<file path="src/rtl/stc_pkg.sv">
`timescale 1ns / 1ps
// shared types, constants and register map for the servo track command parser
// no dependencies; used by stc_cfg_regs, stc_frame_parser, stc_axis_update and the top

package stc_pkg;

  localparam int unsigned AddrW = 5;
  localparam int unsigned DataW = 32;

  // frame letters
  localparam logic [7:0] ChX = 8'h78;
  localparam logic [7:0] ChA = 8'h61;
  localparam logic [7:0] ChB = 8'h62;
  localparam logic [7:0] ChY = 8'h79;
  localparam logic [7:0] ChC = 8'h63;
  localparam logic [7:0] ChD = 8'h64;

  // reset values
  localparam logic [11:0] PanStepRst  = 12'd20;
  localparam logic [15:0] PanMinRst   = 16'd1050;
  localparam logic [15:0] PanMaxRst   = 16'd4950;
  localparam logic [11:0] TiltStepRst = 12'd10;
  localparam logic [15:0] TiltMinRst  = 16'd3000;
  localparam logic [15:0] TiltMaxRst  = 16'd4000;
  localparam logic [15:0] PanPosRst   = 16'd3000;
  localparam logic [15:0] TiltPosRst  = 16'd3500;

  typedef enum logic [2:0] {
    REG_PAN_STEP  = 3'd0,
    REG_PAN_MIN   = 3'd1,
    REG_PAN_MAX   = 3'd2,
    REG_TILT_STEP = 3'd3,
    REG_TILT_MIN  = 3'd4,
    REG_TILT_MAX  = 3'd5
  } reg_idx_e;

  // parser phase codes
  typedef enum logic [2:0] {
    PH_IDLE   = 3'd0,
    PH_START  = 3'd1,
    PH_SEC_HI = 3'd2,
    PH_SEC_LO = 3'd3,
    PH_FST_HI = 3'd4,
    PH_FST_LO = 3'd5
  } phase_e;

  typedef enum logic [1:0] {
    FRAME_NONE   = 2'd0,
    FRAME_FIRST  = 2'd1,
    FRAME_SECOND = 2'd2
  } frame_e;

  typedef struct packed {
    logic [7:0] start;
    logic [7:0] first;
    logic [7:0] second;
  } letters_t;

  localparam letters_t XLetters = '{start: ChX, first: ChA, second: ChB};
  localparam letters_t YLetters = '{start: ChY, first: ChC, second: ChD};

  typedef struct packed {
    frame_e      kind;
    logic [15:0] value;
  } parse_res_t;

  typedef struct packed {
    logic [11:0] pan_step;
    logic [15:0] pan_min;
    logic [15:0] pan_max;
    logic [11:0] tilt_step;
    logic [15:0] tilt_min;
    logic [15:0] tilt_max;
  } cfg_t;

  typedef struct packed {
    logic [15:0] pan_compare;
    logic [15:0] tilt_compare;
    logic [1:0]  x_frame;
    logic [1:0]  y_frame;
    logic [15:0] x_value;
    logic [15:0] y_value;
  } result_t;

endpackage

</file>
<file path="src/rtl/stc_byte_if.sv">
`timescale 1ns / 1ps
// valid/ready channel carrying one received byte
// standalone, no package needed

interface stc_byte_if;
  logic       valid;
  logic       ready;
  logic [7:0] rx_byte;

  modport source (output valid, output rx_byte, input ready);
  modport sink   (input valid, input rx_byte, output ready);
endinterface

</file>
<file path="src/rtl/stc_result_if.sv">
`timescale 1ns / 1ps
// valid/ready channel carrying one result per received byte
// standalone, no package needed

interface stc_result_if;
  logic        valid;
  logic        ready;
  logic [15:0] pan_compare;
  logic [15:0] tilt_compare;
  logic [1:0]  x_frame;
  logic [1:0]  y_frame;
  logic [15:0] x_value;
  logic [15:0] y_value;

  modport source (output valid, output pan_compare, output tilt_compare, output x_frame,
                  output y_frame, output x_value, output y_value, input ready);
  modport sink   (input valid, input pan_compare, input tilt_compare, input x_frame,
                  input y_frame, input x_value, input y_value, output ready);
endinterface

</file>
<file path="src/rtl/stc_cfg_regs.sv">
`timescale 1ns / 1ps
// apb configuration registers: steps and clamp bounds for both axes
// depends on stc_pkg

module stc_cfg_regs (
  input  logic                       clk_i,
  input  logic                       rst_ni,
  input  logic                       psel,
  input  logic                       penable,
  input  logic                       pwrite,
  input  logic [stc_pkg::AddrW-1:0]  paddr,
  input  logic [stc_pkg::DataW-1:0]  pwdata,
  output logic [stc_pkg::DataW-1:0]  prdata,
  output logic                       pready,
  output stc_pkg::cfg_t              cfg_o
);

  stc_pkg::cfg_t cfg_q;
  logic [2:0]    idx;
  logic          wr_en;

  assign pready = 1'b1;
  assign idx    = paddr[4:2];
  assign wr_en  = psel && penable && pwrite;
  assign cfg_o  = cfg_q;

  always_ff @(posedge clk_i or negedge rst_ni) begin
    if (!rst_ni) begin
      cfg_q.pan_step  <= stc_pkg::PanStepRst;
      cfg_q.pan_min   <= stc_pkg::PanMinRst;
      cfg_q.pan_max   <= stc_pkg::PanMaxRst;
      cfg_q.tilt_step <= stc_pkg::TiltStepRst;
      cfg_q.tilt_min  <= stc_pkg::TiltMinRst;
      cfg_q.tilt_max  <= stc_pkg::TiltMaxRst;
    end else if (wr_en) begin
      unique case (idx)
        stc_pkg::REG_PAN_STEP:  cfg_q.pan_step  <= pwdata[11:0];
        stc_pkg::REG_PAN_MIN:   cfg_q.pan_min   <= pwdata[15:0];
        stc_pkg::REG_PAN_MAX:   cfg_q.pan_max   <= pwdata[15:0];
        stc_pkg::REG_TILT_STEP: cfg_q.tilt_step <= pwdata[11:0];
        stc_pkg::REG_TILT_MIN:  cfg_q.tilt_min  <= pwdata[15:0];
        stc_pkg::REG_TILT_MAX:  cfg_q.tilt_max  <= pwdata[15:0];
        default: ;
      endcase
    end
  end

  always_comb begin
    unique case (idx)
      stc_pkg::REG_PAN_STEP:  prdata = {20'd0, cfg_q.pan_step};
      stc_pkg::REG_PAN_MIN:   prdata = {16'd0, cfg_q.pan_min};
      stc_pkg::REG_PAN_MAX:   prdata = {16'd0, cfg_q.pan_max};
      stc_pkg::REG_TILT_STEP: prdata = {20'd0, cfg_q.tilt_step};
      stc_pkg::REG_TILT_MIN:  prdata = {16'd0, cfg_q.tilt_min};
      stc_pkg::REG_TILT_MAX:  prdata = {16'd0, cfg_q.tilt_max};
      default:                prdata = '0;
    endcase
  end

endmodule

</file>
<file path="src/rtl/stc_frame_parser.sv">
`timescale 1ns / 1ps
// one frame parser: start letter, kind letter, high and low payload byte
// holds its phase, payload latches and the two per-kind byte counts; uses stc_pkg

module stc_frame_parser (
  input  logic                 clk_i,
  input  logic                 rst_ni,
  input  stc_pkg::letters_t    letters_i,
  input  logic                 fire_i,
  input  logic [7:0]           byte_i,
  output stc_pkg::parse_res_t  res_o
);

  stc_pkg::phase_e phase_q, phase_d;
  logic [7:0]      hi_q, hi_d, lo_q, lo_d;
  logic [1:0]      cnt_fst_q, cnt_fst_d, cnt_sec_q, cnt_sec_d;
  stc_pkg::frame_e kind;

  always_ff @(posedge clk_i or negedge rst_ni) begin
    if (!rst_ni) begin
      phase_q   <= stc_pkg::PH_IDLE;
      hi_q      <= '0;
      lo_q      <= '0;
      cnt_fst_q <= '0;
      cnt_sec_q <= '0;
    end else if (fire_i) begin
      phase_q   <= phase_d;
      hi_q      <= hi_d;
      lo_q      <= lo_d;
      cnt_fst_q <= cnt_fst_d;
      cnt_sec_q <= cnt_sec_d;
    end
  end

  always_comb begin
    phase_d   = phase_q;
    hi_d      = hi_q;
    lo_d      = lo_q;
    cnt_fst_d = cnt_fst_q;
    cnt_sec_d = cnt_sec_q;
    kind      = stc_pkg::FRAME_NONE;

    // start letter restarts even mid-payload; counts survive the restart
    if (byte_i == letters_i.start) begin
      phase_d = stc_pkg::PH_START;
    end else if (byte_i == letters_i.first && phase_q == stc_pkg::PH_START) begin
      phase_d = stc_pkg::PH_FST_HI;
    end else if (byte_i == letters_i.second && phase_q == stc_pkg::PH_START) begin
      phase_d = stc_pkg::PH_SEC_HI;
    end else begin
      unique case (phase_q)
        stc_pkg::PH_FST_HI: begin
          hi_d      = byte_i;
          phase_d   = stc_pkg::PH_FST_LO;
          cnt_fst_d = cnt_fst_q + 2'd1;
        end
        stc_pkg::PH_SEC_HI: begin
          hi_d      = byte_i;
          phase_d   = stc_pkg::PH_SEC_LO;
          cnt_sec_d = cnt_sec_q + 2'd1;
        end
        stc_pkg::PH_FST_LO: begin
          lo_d      = byte_i;
          cnt_fst_d = cnt_fst_q + 2'd1;
        end
        stc_pkg::PH_SEC_LO: begin
          lo_d      = byte_i;
          cnt_sec_d = cnt_sec_q + 2'd1;
        end
        default: ;
      endcase
    end

    if (cnt_fst_d == 2'd2) begin
      cnt_fst_d = '0;
      phase_d   = stc_pkg::PH_IDLE;
      kind      = stc_pkg::FRAME_FIRST;
    end
    if (cnt_sec_d == 2'd2) begin
      cnt_sec_d = '0;
      phase_d   = stc_pkg::PH_IDLE;
      kind      = stc_pkg::FRAME_SECOND;
    end

    res_o.kind  = kind;
    res_o.value = (kind == stc_pkg::FRAME_NONE) ? 16'd0 : {hi_d, lo_d};
  end

endmodule

</file>
<file path="src/rtl/stc_clamp_step.sv">
`timescale 1ns / 1ps
// steps a compare value up or down by a step and clamps in the step direction
// purely combinational; no package needed

module stc_clamp_step (
  input  logic [15:0] pos_i,
  input  logic [11:0] step_i,
  input  logic [15:0] lo_i,
  input  logic [15:0] hi_i,
  input  logic        up_i,
  output logic [15:0] pos_o
);

  logic [16:0] sum;
  logic [16:0] diff;

  assign sum  = {1'b0, pos_i} + {5'd0, step_i};
  assign diff = {1'b0, pos_i} - {5'd0, step_i};

  always_comb begin
    if (up_i) begin
      pos_o = (sum > {1'b0, hi_i}) ? hi_i : sum[15:0];
    end else begin
      // diff[16] set means the step went below zero
      pos_o = (diff[16] || diff[15:0] < lo_i) ? lo_i : diff[15:0];
    end
  end

endmodule

</file>
<file path="src/rtl/stc_axis_update.sv">
`timescale 1ns / 1ps
// next compare value for one servo axis from a parsed frame
// wraps stc_clamp_step; depends on stc_pkg

module stc_axis_update (
  input  logic                 fire_i,
  input  stc_pkg::parse_res_t  frame_i,
  input  logic                 up_on_first_i,
  input  logic [15:0]          pos_i,
  input  logic [11:0]          step_i,
  input  logic [15:0]          lo_i,
  input  logic [15:0]          hi_i,
  output logic                 move_o,
  output logic [15:0]          pos_o
);

  logic        up;
  logic [15:0] stepped;

  // first kind moves up on one axis and down on the other
  assign up     = (frame_i.kind == stc_pkg::FRAME_FIRST) ? up_on_first_i : !up_on_first_i;
  assign move_o = fire_i && (frame_i.kind != stc_pkg::FRAME_NONE) && (frame_i.value != 16'd0);

  stc_clamp_step u_clamp (
    .pos_i  (pos_i),
    .step_i (step_i),
    .lo_i   (lo_i),
    .hi_i   (hi_i),
    .up_i   (up),
    .pos_o  (stepped)
  );

  assign pos_o = move_o ? stepped : pos_i;

endmodule

</file>
<file path="src/rtl/servo_track_command_parser.sv">
`timescale 1ns / 1ps
// servo track command parser top: input byte register, two frame parsers,
// axis updates and result register; depends on stc_pkg, stc_byte_if, stc_result_if
//
//   channel   dir   handshake            payload
//   rx_i      in    valid/ready          rx_byte
//   res_o     out   valid/ready          pan/tilt compare, x/y frame, x/y value
//   cfg       in    apb (psel..pready)   six 32-bit registers at 4*index
//
// one byte per cycle sustained while results are taken; a byte passes through the input register
// and then through the result register, which drives res_o.
// state and results update when the input register moves into the result register.
// while a result stalls the input register can still take one byte, then holds it
// and drops ready. reset is asynchronous and restores the register and position defaults.

module servo_track_command_parser (
  input  logic                       clk_i,
  input  logic                       rst_ni,
  stc_byte_if.sink                   rx_i,
  stc_result_if.source               res_o,
  input  logic                       psel,
  input  logic                       penable,
  input  logic                       pwrite,
  input  logic [stc_pkg::AddrW-1:0]  paddr,
  input  logic [stc_pkg::DataW-1:0]  pwdata,
  output logic [stc_pkg::DataW-1:0]  prdata,
  output logic                       pready
);

  stc_pkg::cfg_t       cfg;
  stc_pkg::parse_res_t x_res, y_res;
  stc_pkg::result_t    out_q;

  logic        s1_valid_q;
  logic [7:0]  s1_byte_q;
  logic        out_valid_q;
  logic        fire;
  logic [15:0] pan_q, pan_d, tilt_q, tilt_d;
  logic        pan_move, tilt_move;

  stc_cfg_regs u_regs (
    .clk_i   (clk_i),
    .rst_ni  (rst_ni),
    .psel    (psel),
    .penable (penable),
    .pwrite  (pwrite),
    .paddr   (paddr),
    .pwdata  (pwdata),
    .prdata  (prdata),
    .pready  (pready),
    .cfg_o   (cfg)
  );

  // byte moves into the result register when that register is free or draining
  assign fire     = s1_valid_q && (!out_valid_q || res_o.ready);
  assign rx_i.ready = !s1_valid_q || fire;

  always_ff @(posedge clk_i or negedge rst_ni) begin
    if (!rst_ni) begin
      s1_valid_q <= 1'b0;
    end else if (rx_i.ready) begin
      s1_valid_q <= rx_i.valid;
    end
  end

  always_ff @(posedge clk_i) begin
    if (rx_i.valid && rx_i.ready) begin
      s1_byte_q <= rx_i.rx_byte;
    end
  end

  stc_frame_parser u_x_parser (
    .clk_i     (clk_i),
    .rst_ni    (rst_ni),
    .letters_i (stc_pkg::XLetters),
    .fire_i    (fire),
    .byte_i    (s1_byte_q),
    .res_o     (x_res)
  );

  stc_frame_parser u_y_parser (
    .clk_i     (clk_i),
    .rst_ni    (rst_ni),
    .letters_i (stc_pkg::YLetters),
    .fire_i    (fire),
    .byte_i    (s1_byte_q),
    .res_o     (y_res)
  );

  stc_axis_update u_pan (
    .fire_i        (fire),
    .frame_i       (x_res),
    .up_on_first_i (1'b1),
    .pos_i         (pan_q),
    .step_i        (cfg.pan_step),
    .lo_i          (cfg.pan_min),
    .hi_i          (cfg.pan_max),
    .move_o        (pan_move),
    .pos_o         (pan_d)
  );

  stc_axis_update u_tilt (
    .fire_i        (fire),
    .frame_i       (y_res),
    .up_on_first_i (1'b0),
    .pos_i         (tilt_q),
    .step_i        (cfg.tilt_step),
    .lo_i          (cfg.tilt_min),
    .hi_i          (cfg.tilt_max),
    .move_o        (tilt_move),
    .pos_o         (tilt_d)
  );

  always_ff @(posedge clk_i or negedge rst_ni) begin
    if (!rst_ni) begin
      pan_q  <= stc_pkg::PanPosRst;
      tilt_q <= stc_pkg::TiltPosRst;
    end else begin
      if (pan_move) begin
        pan_q <= pan_d;
      end
      if (tilt_move) begin
        tilt_q <= tilt_d;
      end
    end
  end

  always_ff @(posedge clk_i or negedge rst_ni) begin
    if (!rst_ni) begin
      out_valid_q <= 1'b0;
    end else if (fire) begin
      out_valid_q <= 1'b1;
    end else if (res_o.ready) begin
      out_valid_q <= 1'b0;
    end
  end

  always_ff @(posedge clk_i) begin
    if (fire) begin
      out_q.pan_compare  <= pan_d;
      out_q.tilt_compare <= tilt_d;
      out_q.x_frame      <= x_res.kind;
      out_q.y_frame      <= y_res.kind;
      out_q.x_value      <= x_res.value;
      out_q.y_value      <= y_res.value;
    end
  end

  assign res_o.valid        = out_valid_q;
  assign res_o.pan_compare  = out_q.pan_compare;
  assign res_o.tilt_compare = out_q.tilt_compare;
  assign res_o.x_frame      = out_q.x_frame;
  assign res_o.y_frame      = out_q.y_frame;
  assign res_o.x_value      = out_q.x_value;
  assign res_o.y_value      = out_q.y_value;

  // a byte held in the input register is never dropped or changed
  a_s1_hold: assert property (@(posedge clk_i) disable iff (!rst_ni)
    s1_valid_q && !fire |=> s1_valid_q && $stable(s1_byte_q))
    else $error("input byte lost while result stalled");

  // compare values only move when a byte is processed
  a_pos_quiet: assert property (@(posedge clk_i) disable iff (!rst_ni)
    !fire |=> $stable(pan_q) && $stable(tilt_q))
    else $error("servo position moved without a byte");

  // an x frame with nothing completed reports a zero value
  a_no_frame_zero: assert property (@(posedge clk_i) disable iff (!rst_ni)
    fire && x_res.kind == stc_pkg::FRAME_NONE |-> x_res.value == 16'd0)
    else $error("x value nonzero without a frame");

  // the result register shows the position the axis just took
  a_result_pos: assert property (@(posedge clk_i) disable iff (!rst_ni)
    fire |=> out_valid_q && out_q.pan_compare == pan_q && out_q.tilt_compare == tilt_q)
    else $error("result disagrees with servo position");

endmodule
</file>
<file path="src/flat_wrapper.sv">
// flat-port wrapper written by rule: the top's interface ports become plain ports
module servo_track_command_parser_flat 
  (clk_i, rst_ni, psel, penable, pwrite, paddr, pwdata, prdata, pready, rx_i_valid, rx_i_rx_byte, rx_i_ready, res_o_valid, res_o_pan_compare, res_o_tilt_compare, res_o_x_frame, res_o_y_frame, res_o_x_value, res_o_y_value, res_o_ready);
  stc_byte_if rx_i_i ();
  stc_result_if res_o_i ();
  input  logic clk_i;
  input  logic rst_ni;
  input  logic psel;
  input  logic penable;
  input  logic pwrite;
  input  logic [stc_pkg::AddrW-1:0] paddr;
  input  logic [stc_pkg::DataW-1:0] pwdata;
  output logic [stc_pkg::DataW-1:0] prdata;
  output logic pready;
  input wire logic [$bits(rx_i_i.valid)-1:0] rx_i_valid;
  input wire logic [$bits(rx_i_i.rx_byte)-1:0] rx_i_rx_byte;
  output wire logic [$bits(rx_i_i.ready)-1:0] rx_i_ready;
  output wire logic [$bits(res_o_i.valid)-1:0] res_o_valid;
  output wire logic [$bits(res_o_i.pan_compare)-1:0] res_o_pan_compare;
  output wire logic [$bits(res_o_i.tilt_compare)-1:0] res_o_tilt_compare;
  output wire logic [$bits(res_o_i.x_frame)-1:0] res_o_x_frame;
  output wire logic [$bits(res_o_i.y_frame)-1:0] res_o_y_frame;
  output wire logic [$bits(res_o_i.x_value)-1:0] res_o_x_value;
  output wire logic [$bits(res_o_i.y_value)-1:0] res_o_y_value;
  input wire logic [$bits(res_o_i.ready)-1:0] res_o_ready;
  assign rx_i_i.valid = rx_i_valid;
  assign rx_i_i.rx_byte = rx_i_rx_byte;
  assign rx_i_ready = rx_i_i.ready;
  assign res_o_valid = res_o_i.valid;
  assign res_o_pan_compare = res_o_i.pan_compare;
  assign res_o_tilt_compare = res_o_i.tilt_compare;
  assign res_o_x_frame = res_o_i.x_frame;
  assign res_o_y_frame = res_o_i.y_frame;
  assign res_o_x_value = res_o_i.x_value;
  assign res_o_y_value = res_o_i.y_value;
  assign res_o_i.ready = res_o_ready;
  servo_track_command_parser u_core (.clk_i(clk_i), .rst_ni(rst_ni), .rx_i(rx_i_i), .res_o(res_o_i), .psel(psel), .penable(penable), .pwrite(pwrite), .paddr(paddr), .pwdata(pwdata), .prdata(prdata), .pready(pready));
endmodule
</file>
<file path="config.mk">
export PLATFORM = sky130hd
export DESIGN_NAME = servo_track_command_parser_flat
export DESIGN_NICKNAME = d
export VERILOG_FILES = /design/src/rtl/stc_pkg.sv /design/src/rtl/stc_byte_if.sv /design/src/rtl/stc_result_if.sv /design/src/rtl/stc_cfg_regs.sv /design/src/rtl/stc_frame_parser.sv /design/src/rtl/stc_clamp_step.sv /design/src/rtl/stc_axis_update.sv /design/src/rtl/servo_track_command_parser.sv /design/src/flat_wrapper.sv
export SDC_FILE = /design/constraint.sdc
export NUM_CORES = 1
export LEC_CHECK = 0
export BUFFER_PORTS_ARGS = -buffer_cell sky130_fd_sc_hd__buf_2
export CAP_MARGIN = 40
export CORE_MARGIN = 2
export CORE_UTILIZATION = 60
export CTS_BUF_LIST = sky130_fd_sc_hd__clkbuf_4
export DETAILED_ROUTE_END_ITERATION = 8
export MAX_ROUTING_LAYER = met4
export PLACE_DENSITY_LB_ADDON = 0.2
export SLEW_MARGIN = 20
export SYNTH_ARGS = -nofsm -noshare
export SYNTH_HDL_FRONTEND = slang
export SYNTH_SLANG_ARGS = --single-unit
</file>
<file path="constraint.sdc">
create_clock -name clk_i -period 11.9 [get_ports clk_i]
set_clock_uncertainty 0.2 [all_clocks]
set_input_delay 0.595 -clock clk_i [delete_from_list [all_inputs] [get_ports clk_i]]
set_output_delay 0.595 -clock clk_i [all_outputs]
set_load 0.05 [all_outputs]
</file>
# Word-level counts from Yosys, hierarchy flattened
# Index checks and enable logic that the tools add are counted.
# word_totals
register_bits,244
in_bits,52
output_inout_bits,103
wordCells,176
# classes
addsub,8
order_cmp,4
n_eq_ne,27
n_mux,66
n_reduce_logical,44
# ops
operator,count
$mux W16,10
$mux W8,16
$pmux W16 S6,1
$eq A8 B7 Y1 const B,6
$mux W2,22
$add A16 B12 Y17,2
$gt A17 B16 Y1,2
$sub A16 B12 Y17,2
$lt A16 B16 Y1,2
$reduce_bool A16 Y1,2
$mux W3,10
$eq A3 B2 Y1 const B,6
$eq A3 B3 Y1 const B,6
$reduce_and A2 Y1,8
$reduce_or A2 Y1,8
$reduce_bool A7 Y1,2
$logic_and A1 B1 Y1,12
$pmux W3 S2,2
$eq A3 B1 Y1 const B,3
$add A2 B1 Y2 const B,4
$eq A2 B2 Y1 const B,4
$reduce_bool A2 Y1,3
$mux W1,5
$eq A2 B1 Y1 const B,2
other kinds (4),9

# Depth between registers and ports, before layout
# Gate-level depths: netlist (run 1).
# logic_depth
ltp_word,14
mapped_depth,21
depth_no_buf,19

# Cells and area by module
# Synthesis (run 1) repeated with hierarchy kept, for this count alone.
# unflattened
cells_unflattened,1672
area_unflattened_um2,17904.7
# modules_own_cells
mod,n_inst,cells_each,area_each_um2,seq_area_each_um2
stc_cfg_regs,1,306,4292.9,2237.1
servo_track_command_parser,1,154,3694.8,3150.5
stc_frame_parser,2,164,1695.4,575.6
stc_clamp_step at u_core.u_pan.u_clamp,1,428,2986.6,0.0
stc_clamp_step at u_core.u_tilt.u_clamp,1,404,2946.6,0.0
stc_axis_update,2,26,296.5,0.0

# Least setup slack after synthesis (run 1)
# Ideal clock, no wire load.
# synth_path
kind,reg2reg
start,reg u_core.pan_q[0]
end,reg u_core.res_o.pan_compare[10] (netlist name)
setup_time_ps,267
t_arrival_ps,4073
t_required_ps,11433
slack_ps,7361
path_stages_with_launch,21
n_path_buf,1
period_less_slack_ps,4539
path_cell_list,dfrtp_1 -> inv_1 -> ha_1 -> inv_1 -> fa_1 -> a21oi_1 -> o211ai_1 -> o22ai_1 -> o22ai_1 -> or4_1 -> xnor2_1 -> ha_1 -> nand4_1 -> a211oi_1 -> o31a_1 -> a311o_1 -> o22ai_2 -> buf_4 -> mux2_2 -> a22oi_1 -> o21ai_0
# synth_via
elab_chain_cells,6
word_cells_on_any_way,9
classes_between,add/sub: 2; order compare: 2; mux: 4; reduce/logical: 1
# synth_rtl
element,line,rtl
start: declaration,servo_track_command_parser.sv:38,"logic [15:0] pan_q, pan_d, tilt_q, tilt_d;"
start signal: assignment,servo_track_command_parser.sv:116,pan_q <= stc_pkg::PanPosRst;
start signal: assignment,servo_track_command_parser.sv:120,pan_q <= pan_d;
$sub A16 B12 Y17,stc_clamp_step.sv:18,"assign diff = {1'b0, pos_i} - {5'd0, step_i};"
$lt A16 B16 Y1,stc_clamp_step.sv:25,pos_o = (diff[16] || diff[15:0] < lo_i) ? lo_i : diff[15:0];
$logic_or A1 B1 Y1,stc_clamp_step.sv:25,
$mux W16,stc_clamp_step.sv:25,
$mux W16 (*),stc_clamp_step.sv:21,if (up_i) begin
$mux W16 (*),stc_axis_update.sv:33,assign pos_o = move_o ? stepped : pos_i;
named net u_core.pan_d[10],servo_track_command_parser.sv:38,
# The timed path passes the listed nets; every way through them passes the cells marked *.
# A chain may end at the register's enable or synchronous reset.

# Final worst setup path (run 1)
# layout_path
start,"reg u_core.u_regs.cfg_q, in the netlist u_core.u_regs.cfg_o[33]"
end,reg u_core.res_o.tilt_compare[4] (netlist name)
# layout_via
elab_chain_cells,6
word_cells_on_any_way,9
classes_between,add/sub: 2; order compare: 2; mux: 4; reduce/logical: 1
# layout_rtl
element,line,rtl
start: declaration,stc_cfg_regs.sv:18,stc_pkg::cfg_t cfg_q;
$sub A16 B12 Y17,stc_clamp_step.sv:18,
$lt A16 B16 Y1,stc_clamp_step.sv:25,
$logic_or A1 B1 Y1,stc_clamp_step.sv:25,
$mux W16,stc_clamp_step.sv:25,
$mux W16 (*),stc_clamp_step.sv:21,
$mux W16 (*),stc_axis_update.sv:33,
named net u_core.tilt_d[4],servo_track_command_parser.sv:38,
# Marks and branches as above.

==> summary.txt, run 1 <==
Placed design
  – Detailed placement HPWL: 30300 µm
  – Pre-CTS setup slack: 6.18 ns
  – Placed cells: ~2.0k
  – Final GP Congestion: a little over 0.9
  – IO Port Bufs: approximately 120

Power and ir drop
  – Power Dens Cells: 279 nW/µm²
  – Leak Pwr: approximately 8.0 nW
  – Maximum vdd drop: 0.198 mV

Synthesis
  – Post-Synth Simple-Gate Area: 0.130
  – Mapped Area: 15800 µm²
  – Async set-reset flop share out of synthesis: 0.689
  – Adder-cell share of the synthesized area: 0.0922
  – Mux cell area share after synthesis: 0.100
  – Post-synth top flop: dfrtp_1
  – Post-Syn Instances: 1623
  – Yosys reg bits: approximately 240
  – Post-synth EDFFs: 76
  – YS warnings: 0
  – Largest family of logic cells by synthesized area: compound AO/OA/AOI/OAI gates
  – Synth unique cells: 83
  – Share of the yosys chip area belonging to registers: 0.414
  – Compound-cell area share of the yosys netlist: 0.170
  – Post-Syn Area per Cell: about 9.7 µm²
  – Xor and xnor fraction of the mapped netlist area: 0.0327

Setup path
  – Crit path max fanout: 16
  – Startpoint types: register
  – Req. time, crit path: 12.12 ns
  – Crit path capture type: register
  – Reg2Reg Setup Slack: slightly above 6 ns
  – Crit path kind: reg -> reg
  – Worst endpoint data arrival time: 6.01 ns

Global route
  – Global-route wire length before repair: between 60000 and 70000 µm
  – Tot GR Track Use: 0.310
  – Grt ovf: 0
  – Largest net degree at the start of global routing: between 60 and 70
  – Initial antenna violation count: 2
  – Vias in the first global route: 12.7k

CTS
  – Clock Latency Late Sink: 0.70 ns
  – Clock transition at path regs: 0.07 ns
  – Clock root cell: clkbuf_4
  – Num CTS Buffers: 68
  – Htree depth: 3
  – CTS sink count: roughly 240
  – Clk buf depth: 3
  – TritonCTS clock tree: built

Min path
  – Hold WC Path Type: in -> reg

Timing
  – RSZ-0062 raised after global routing: false
  – Min cycle time layout: slightly below 6 ns
  – Least-Margin Pin Slew: 0.823 ns
  – Endpoints failing hold: 0
  – WHS: 0.0418 ns
  – Max transition margin: 0.445
  – Setup ws final: 6.11 ns
  – Setup TNS: 0 ns
  – Finish-stage setup viols: 0
  – Max frequency: roughly 170 MHz
  – Part of the cycle the worst path needs: 0.486
  – Max Transition Viols Final: 0

Detailed routing
  – Vias per inst: between 6 and 7
  – Wire length per cell: between 15 and 20 µm
  – DR DRC count: 0
  – Antenna-violating nets left: 0
  – First-pass iteration count of the detailed router: 5
  – Vias: 13.0k
  – Initial DRC count: 1169
  – Total Wirelength: 41600 µm

Layout
  – Layout cells sized above 1: 0.216
  – Final net count: 1933
  – Area growth from synthesis to layout: 12.5%
  – Non-Filler Instances: between 2k and 2.5k

Status
  – Status: complete, no violations

Floorplanning
  – Row count: 59
  – Die area: 27600 µm²
  – Die height: about 170 µm
  – Die Wd: 166 µm
  – # IOs: 155
  – Initial core utilization: 0.608
  – Core area: 26000 µm²

Job
  – Max-Cap Viols: 0
## cells by family after synthesis
kind of cell             count (synthesis)
flip-flops                             244
buffers and inverters                  224
other                                    2
AO/OA/AOI/OAI                          399
XOR/XNOR                                59
adder cells (fa/ha/maj)                114
AND/OR/NAND/NOR                        435
multiplexers                           146
## worst max-delay path: stages, from the launching register on
cell,delay [ns]
dfstp_2,0.56
inv_1,0.11
fa_1,0.46
o21bai_1,0.26
a2111oi_1,0.19
o41a_1,0.43
o31ai_2,0.40
nand3_1,0.17
xnor2_1,0.17
ha_1,0.21
a2111oi_0,0.36
o21ai_0,0.18
nor4_1,0.43
a2bb2oi_2,0.63
buf_4,0.34
nor2_1,0.06
a21oi_1,0.19
o221ai_1,0.17
## cell type report
cell class | count | area, µm²
diodes | 2 | 5.00
multi-input cells | 1170 | 8380
clock buffers | 106 | 796
flip-flops and latches | 244 | 6540
clock inverters | 19 | 138
well taps | 335 | 419
inverters | 118 | 444
repair buffers | 165 | 1050
fillers | 2087 | 8210
## synthesized netlist by cell type, types with 5 or more instances
cell type	count	share of area
a211oi_1	15	0.0071
a21boi_0	10	0.0048
a21o_1	13	0.0062
a21oi_1	73	0.023
a221o_1	6	0.0038
a22oi_1	17	0.0081
a31oi_1	9	0.0036
and3_1	8	0.0032
buf_1	6	0.0014
buf_2	19	0.0060
buf_4	23	0.011
clkbuf_1	57	0.014
dfrtp_1	126	0.20
dfstp_2	42	0.070
edfxtp_1	76	0.14
ha_1	110	0.087
inv_1	117	0.028
mux2_2	69	0.049
mux2i_1	73	0.046
nand2_1	134	0.032
nand2b_1	26	0.010
nand3_1	21	0.0067
nand3b_1	6	0.0029
nand4_1	15	0.0059
nor2_1	144	0.034
nor2b_1	21	0.0083
nor3_1	17	0.0054
nor4_1	7	0.0028
o211ai_1	27	0.013
o21a_1	10	0.0048
o21ai_0	111	0.035
o21bai_1	8	0.0038
o221ai_1	34	0.019
o22ai_1	13	0.0051
o31ai_1	5	0.0024
or2_2	6	0.0024
or3_1	9	0.0036
or4_1	7	0.0033
xnor2_1	37	0.021
xor2_1	22	0.012
## layer usage
metal | GRT usage | up-vias | part of all wire
li1 | - | 6139 | -
met2 | 0.485 | 464 | 0.47
met4 | 0.115 | 0 | 0.029
met3 | 0.0434 | 92 | 0.060
met5 | - | - | 0
met1 | 0.415 | 6349 | 0.44
## registers in the layout, indices dropped and copies added (netlist names), 8 cells and up
name	count
u_core.s1_byte_q	8
u_core.tilt_q	16
u_core.u_y_parser.lo_q	8
u_core.res_o.pan_compare	16
u_core.res_o.y_value	16
u_core.res_o.x_value	16
u_core.u_y_parser.hi_q	8
u_core.res_o.tilt_compare	16
u_core.u_x_parser.lo_q	8
u_core.u_x_parser.hi_q	8
u_core.pan_q	16
u_core.u_regs.cfg_o	88
## report_power, final
group	switching [mW]	leakage, nW	internal (mW)
logic	1.69	4.70	1.08
clock network	0.372	0.561	0.451
registers	0.210	2.73	1.15
## cell usage in the layout, fill, tap and decap left out, drive strengths merged, types with 10 or more instances in the layout
cell type / count
o22ai: 14
a21boi: 10
buf: 138
o21a: 10
o221ai: 34
a211oi: 16
nand3: 22
clkbuf: 106
mux2: 70
mux2i: 73
o21ai: 112
dlygate4sd3: 27
xor2: 22
xnor2: 37
conb: 17
nor2: 145
edfxtp: 76
dfstp: 42
inv: 120
a21oi: 73
clkinv: 14
a22oi: 17
nor3: 18
a21o: 13
nand2b: 26
nor2b: 21
o211ai: 28
ha: 110
nand4: 15
nand2: 134
dfrtp: 126
## through the flow
stage	power (mW)	cell area (µm²)	utilization
finish	4.96	17800	0.684
global route	5.34	17800	0.684
CTS	4.94	17800	0.684
detailed placement	4.10	16600	0.637
global placement	3.99	16500	0.634
floorplan	3.44	15900	-
## worst paths after layout
| path | startpoint | end | cells past startpoint |
|---|---|---|---|
| setup reg to reg | u_core.u_regs.cfg_o[33] | u_core.res_o.tilt_compare[4] | 17 |
| max in group asynchronous | rst_ni | u_core.u_regs.cfg_o[12] | 3 |
| hold reg to reg | u_core.s1_valid_q | u_core.res_o.valid | 1 |
| hold / removal | pwdata[13] | u_core.u_regs.cfg_o[57] | 3 |
| setup / recovery | u_core.u_regs.cfg_o[33] | u_core.res_o.tilt_compare[4] | 17 |
| min in group asynchronous | rst_ni | u_core.u_x_parser.hi_q[5] | 2 |
## timing repair
item,CTS,global route
endpoints found under the hold margin,103,0
setup buffers,0,0
hold buffers,27,0
resized for setup,0,0
No activity file was read; power rests on OpenSTA's default activity.
==> run 2: changes to the inputs <==
==> constraint.sdc (replaced) <==
create_clock -name clk_i -period 6.1 [get_ports clk_i]
set_clock_uncertainty 0.2 [all_clocks]
set_input_delay 0.305 -clock clk_i [delete_from_list [all_inputs] [get_ports clk_i]]
set_output_delay 0.305 -clock clk_i [all_outputs]
set_load 0.05 [all_outputs]
==> run 2 against run 1 <==
Against the previous run:
- sequential cell count stayed put
- worst hold slack better by 0.019 ns
- setup slack worse by 5.7 ns
- critical path type unchanged
- highest routed layer unchanged
==> summary.txt, run 2 (synthesis gave the netlist of run 1 again) <==
CTS
  – Num CTS Buffers: 67 (was 68)
  – Clock Latency Late Sink: 0.69 ns (was 0.70 ns)
  – Post-CTS Setup Inserts: 0 (unchanged)
  – Hold_buf cts: 29 (was 27)
  – Htree depth: 3 (unchanged)
  – # resized after CTS: 0 (unchanged)
  – CTS sink count: 244 (unchanged)
  – Clk buf depth: 3 (unchanged)
  – Clock transition at path regs: 0.06 ns (was 0.07 ns)
  – TritonCTS clock tree: built (unchanged)
  – Clock root cell: clkbuf_4 (unchanged)

Detailed routing
  – Wire length per cell: 19.5 µm (was 19.2 µm)
  – Vias: 13.2k (was 13.0k)
  – Total Wirelength: 42200 µm (was 41600 µm)
  – Wire length on met2: 19800 µm (was 19500 µm)
  – Max layer used: met4 (unchanged)
  – Vias per inst: 6.09 (was 6.04)
  – WL met3: 3230 µm (was 2500 µm)
  – First-pass iteration count of the detailed router: 7 (was 5)
  – Antenna-violating nets left: 0 (unchanged)
  – DR DRC count: 0 (unchanged)
  – Met1 WL: 18200 µm (was 18300 µm)
  – Initial DRC count: 1327 (was 1169)

Layout
  – Final Cell Area: 17900 µm² (was 17800 µm²)
  – Final net count: 1941 (was 1933)
  – Fin util: 0.689 (was 0.684)
  – Max reg flops: 88 (unchanged)
  – Most frequent cells in the layout: nor2_1, nand2_1, dfrtp_1 (unchanged)
  – Layout cells sized above 1: 0.218 (was 0.216)
  – Non-Filler Instances: 2166 (was 2159)
  – Fillers: 2055 (was 2087)
  – Area growth from synthesis to layout: 13.3% (was 12.5%)
  – Most common cell after layout, fill and taps aside: nor2_1 (unchanged)
  – Multi-input gate area: 8380 µm² (unchanged)
  – FF+latch area: 6540 µm² (unchanged)

Timing
  – Least-Margin Pin Slew: 0.779 ns (was 0.823 ns)
  – Max Transition Viols Final: 0 (unchanged)
  – Setup TNS: 0 ns (unchanged)
  – WHS: 0.0613 ns (was 0.0418 ns)
  – Finish-stage setup viols: 0 (unchanged)
  – Min cycle time layout: 5.66 ns (was 5.79 ns)
  – Part of the cycle the worst path needs: 0.929 (was 0.486)
  – Setup ws final: 0.436 ns (was 6.11 ns)
  – RSZ-0062 raised after global routing: false (unchanged)
  – Max frequency: 177 MHz (was 173 MHz)
  – Endpoints failing hold: 0 (unchanged)
  – Max transition margin: 0.481 (was 0.445)

Power and ir drop
  – Pwr Total: 9.77 mW (was 4.96 mW)
  – Leak Pwr: 8.05 nW (was 7.99 nW)
  – Power Dens Cells: 546 nW/µm² (was 279 nW/µm²)
  – Maximum vdd drop: 0.484 mV (was 0.198 mV)

Floorplanning
  – Row count: 59 (unchanged)
  – Initial core utilization: 0.608 (unchanged)
  – Die area: 27600 µm² (unchanged)
  – Die height: 166 µm (unchanged)
  – # IOs: 155 (unchanged)
  – Die Wd: 166 µm (unchanged)
  – Core area: 26000 µm² (unchanged)

Placed design
  – IO Port Bufs: 119 (unchanged)
  – Final GP Congestion: 0.930 (was 0.920)
  – Placed cells: 2011 (was 2005)
  – Detailed placement HPWL: 30600 µm (was 30300 µm)
  – Area after DPL: 16600 µm² (about the same)
  – Pre-CTS setup slack: 0.587 ns (was 6.18 ns)

Global route
  – Grt ovf: 0 (unchanged)
  – Initial antenna violation count: 2 (unchanged)
  – Tot GR Track Use: 0.315 (was 0.310)
  – Vias in the first global route: 12.8k (was 12.7k)
  – Largest net degree at the start of global routing: 60 (was 69)
  – Global-route wire length before repair: 67900 µm (was 66800 µm)

Setup path
  – Startpoint types: register (unchanged)
  – Critical R2R Capture: u_core.res_o.pan_compare[3] (was u_core.res_o.tilt_compare[4])
  – Crit path capture type: register (unchanged)
  – Reg2reg start: u_core.u_regs.cfg_o[78] (was u_core.u_regs.cfg_o[33])
  – Cells on worst reg2reg path: 18 (was 17)
  – Crit path max fanout: 12 (was 16)
  – Crit path kind: reg -> reg (unchanged)
  – Req. time, crit path: 6.28 ns (was 12.12 ns)
  – Worst setup path start: u_core.u_regs.cfg_o[78] (was u_core.u_regs.cfg_o[33])
  – Reg2Reg Setup Slack: 0.44 ns (was 6.11 ns)
  – Worst endpoint data arrival time: 5.85 ns (was 6.01 ns)

Job
  – Max-Cap Viols: 0 (unchanged)

Min path
  – Hold WC Path Type: in -> async (was in -> reg)

Status
  – Status: complete, no violations (unchanged)
## run 2: cell types whose count changed in the layout (fill, tap and decap cells not counted), moves of 2 or more
cell | before | now
buf_8 | 2 | 0
clkinv_1 | 8 | 10
clkinv_2 | 5 | 3
bufinv_16 | 2 | 4
buf_4 | 15 | 22
buf_12 | 0 | 3
## run 2: worst max-delay path, cell delays in order (launching register included)
cell	delay [ns]
dfstp_2	0.56
inv_1	0.05
ha_1	0.44
nor2_1	0.11
a2111oi_0	0.66
o21ai_0	0.39
a21oi_1	0.38
o311ai_0	0.32
ha_1	0.41
nand2_1	0.07
nor3_1	0.29
o2bb2ai_1	0.16
a31oi_1	0.08
buf_4	0.18
nor3_4	0.19
buf_4	0.30
mux2i_1	0.26
a2bb2oi_1	0.24
o21ai_0	0.13
## run 2: cell type report
| cell class | instances | area share |
|---|---|---|
| diodes | 2 | 0.000280 |
| flip-flops and latches | 244 | 0.365 |
| clock buffers | 105 | 0.0441 |
| repair buffers | 174 | 0.0641 |
| inverters | 118 | 0.0248 |
| well taps | 335 | 0.0234 |
| multi-input cells | 1170 | 0.468 |
| clock inverters | 18 | 0.00979 |
## run 2: worst max path at each step
stage / end / slack (ns) / cells after the start
CTS: u_core.res_o.pan_compare[3] / 0.57 / 18
global placement: u_core.res_o.pan_compare[8] / 0.75 / 18
global route: u_core.res_o.tilt_compare[0] / 0.12 / 19
finish: u_core.res_o.pan_compare[3] / 0.44 / 18
floorplan: u_core.res_o.pan_compare[10] / 1.56 / 20
detailed placement: u_core.res_o.pan_compare[3] / 0.59 / 18
## run 2: routing by layer
metal  GRT usage  up-vias
met5           -        -
li1            -     6165
met1       0.422     6392
met2       0.501      555
met3      0.0572       69
met4      0.0813        0
## run 2: report_power, final
group | total (mW) | internal, mW | switching [mW] | leakage (nW)
combinational | 5.45 | 2.13 | 3.32 | 4.74
clock | 1.67 | 0.953 | 0.714 | 0.572
sequential | 2.66 | 2.25 | 0.409 | 2.73
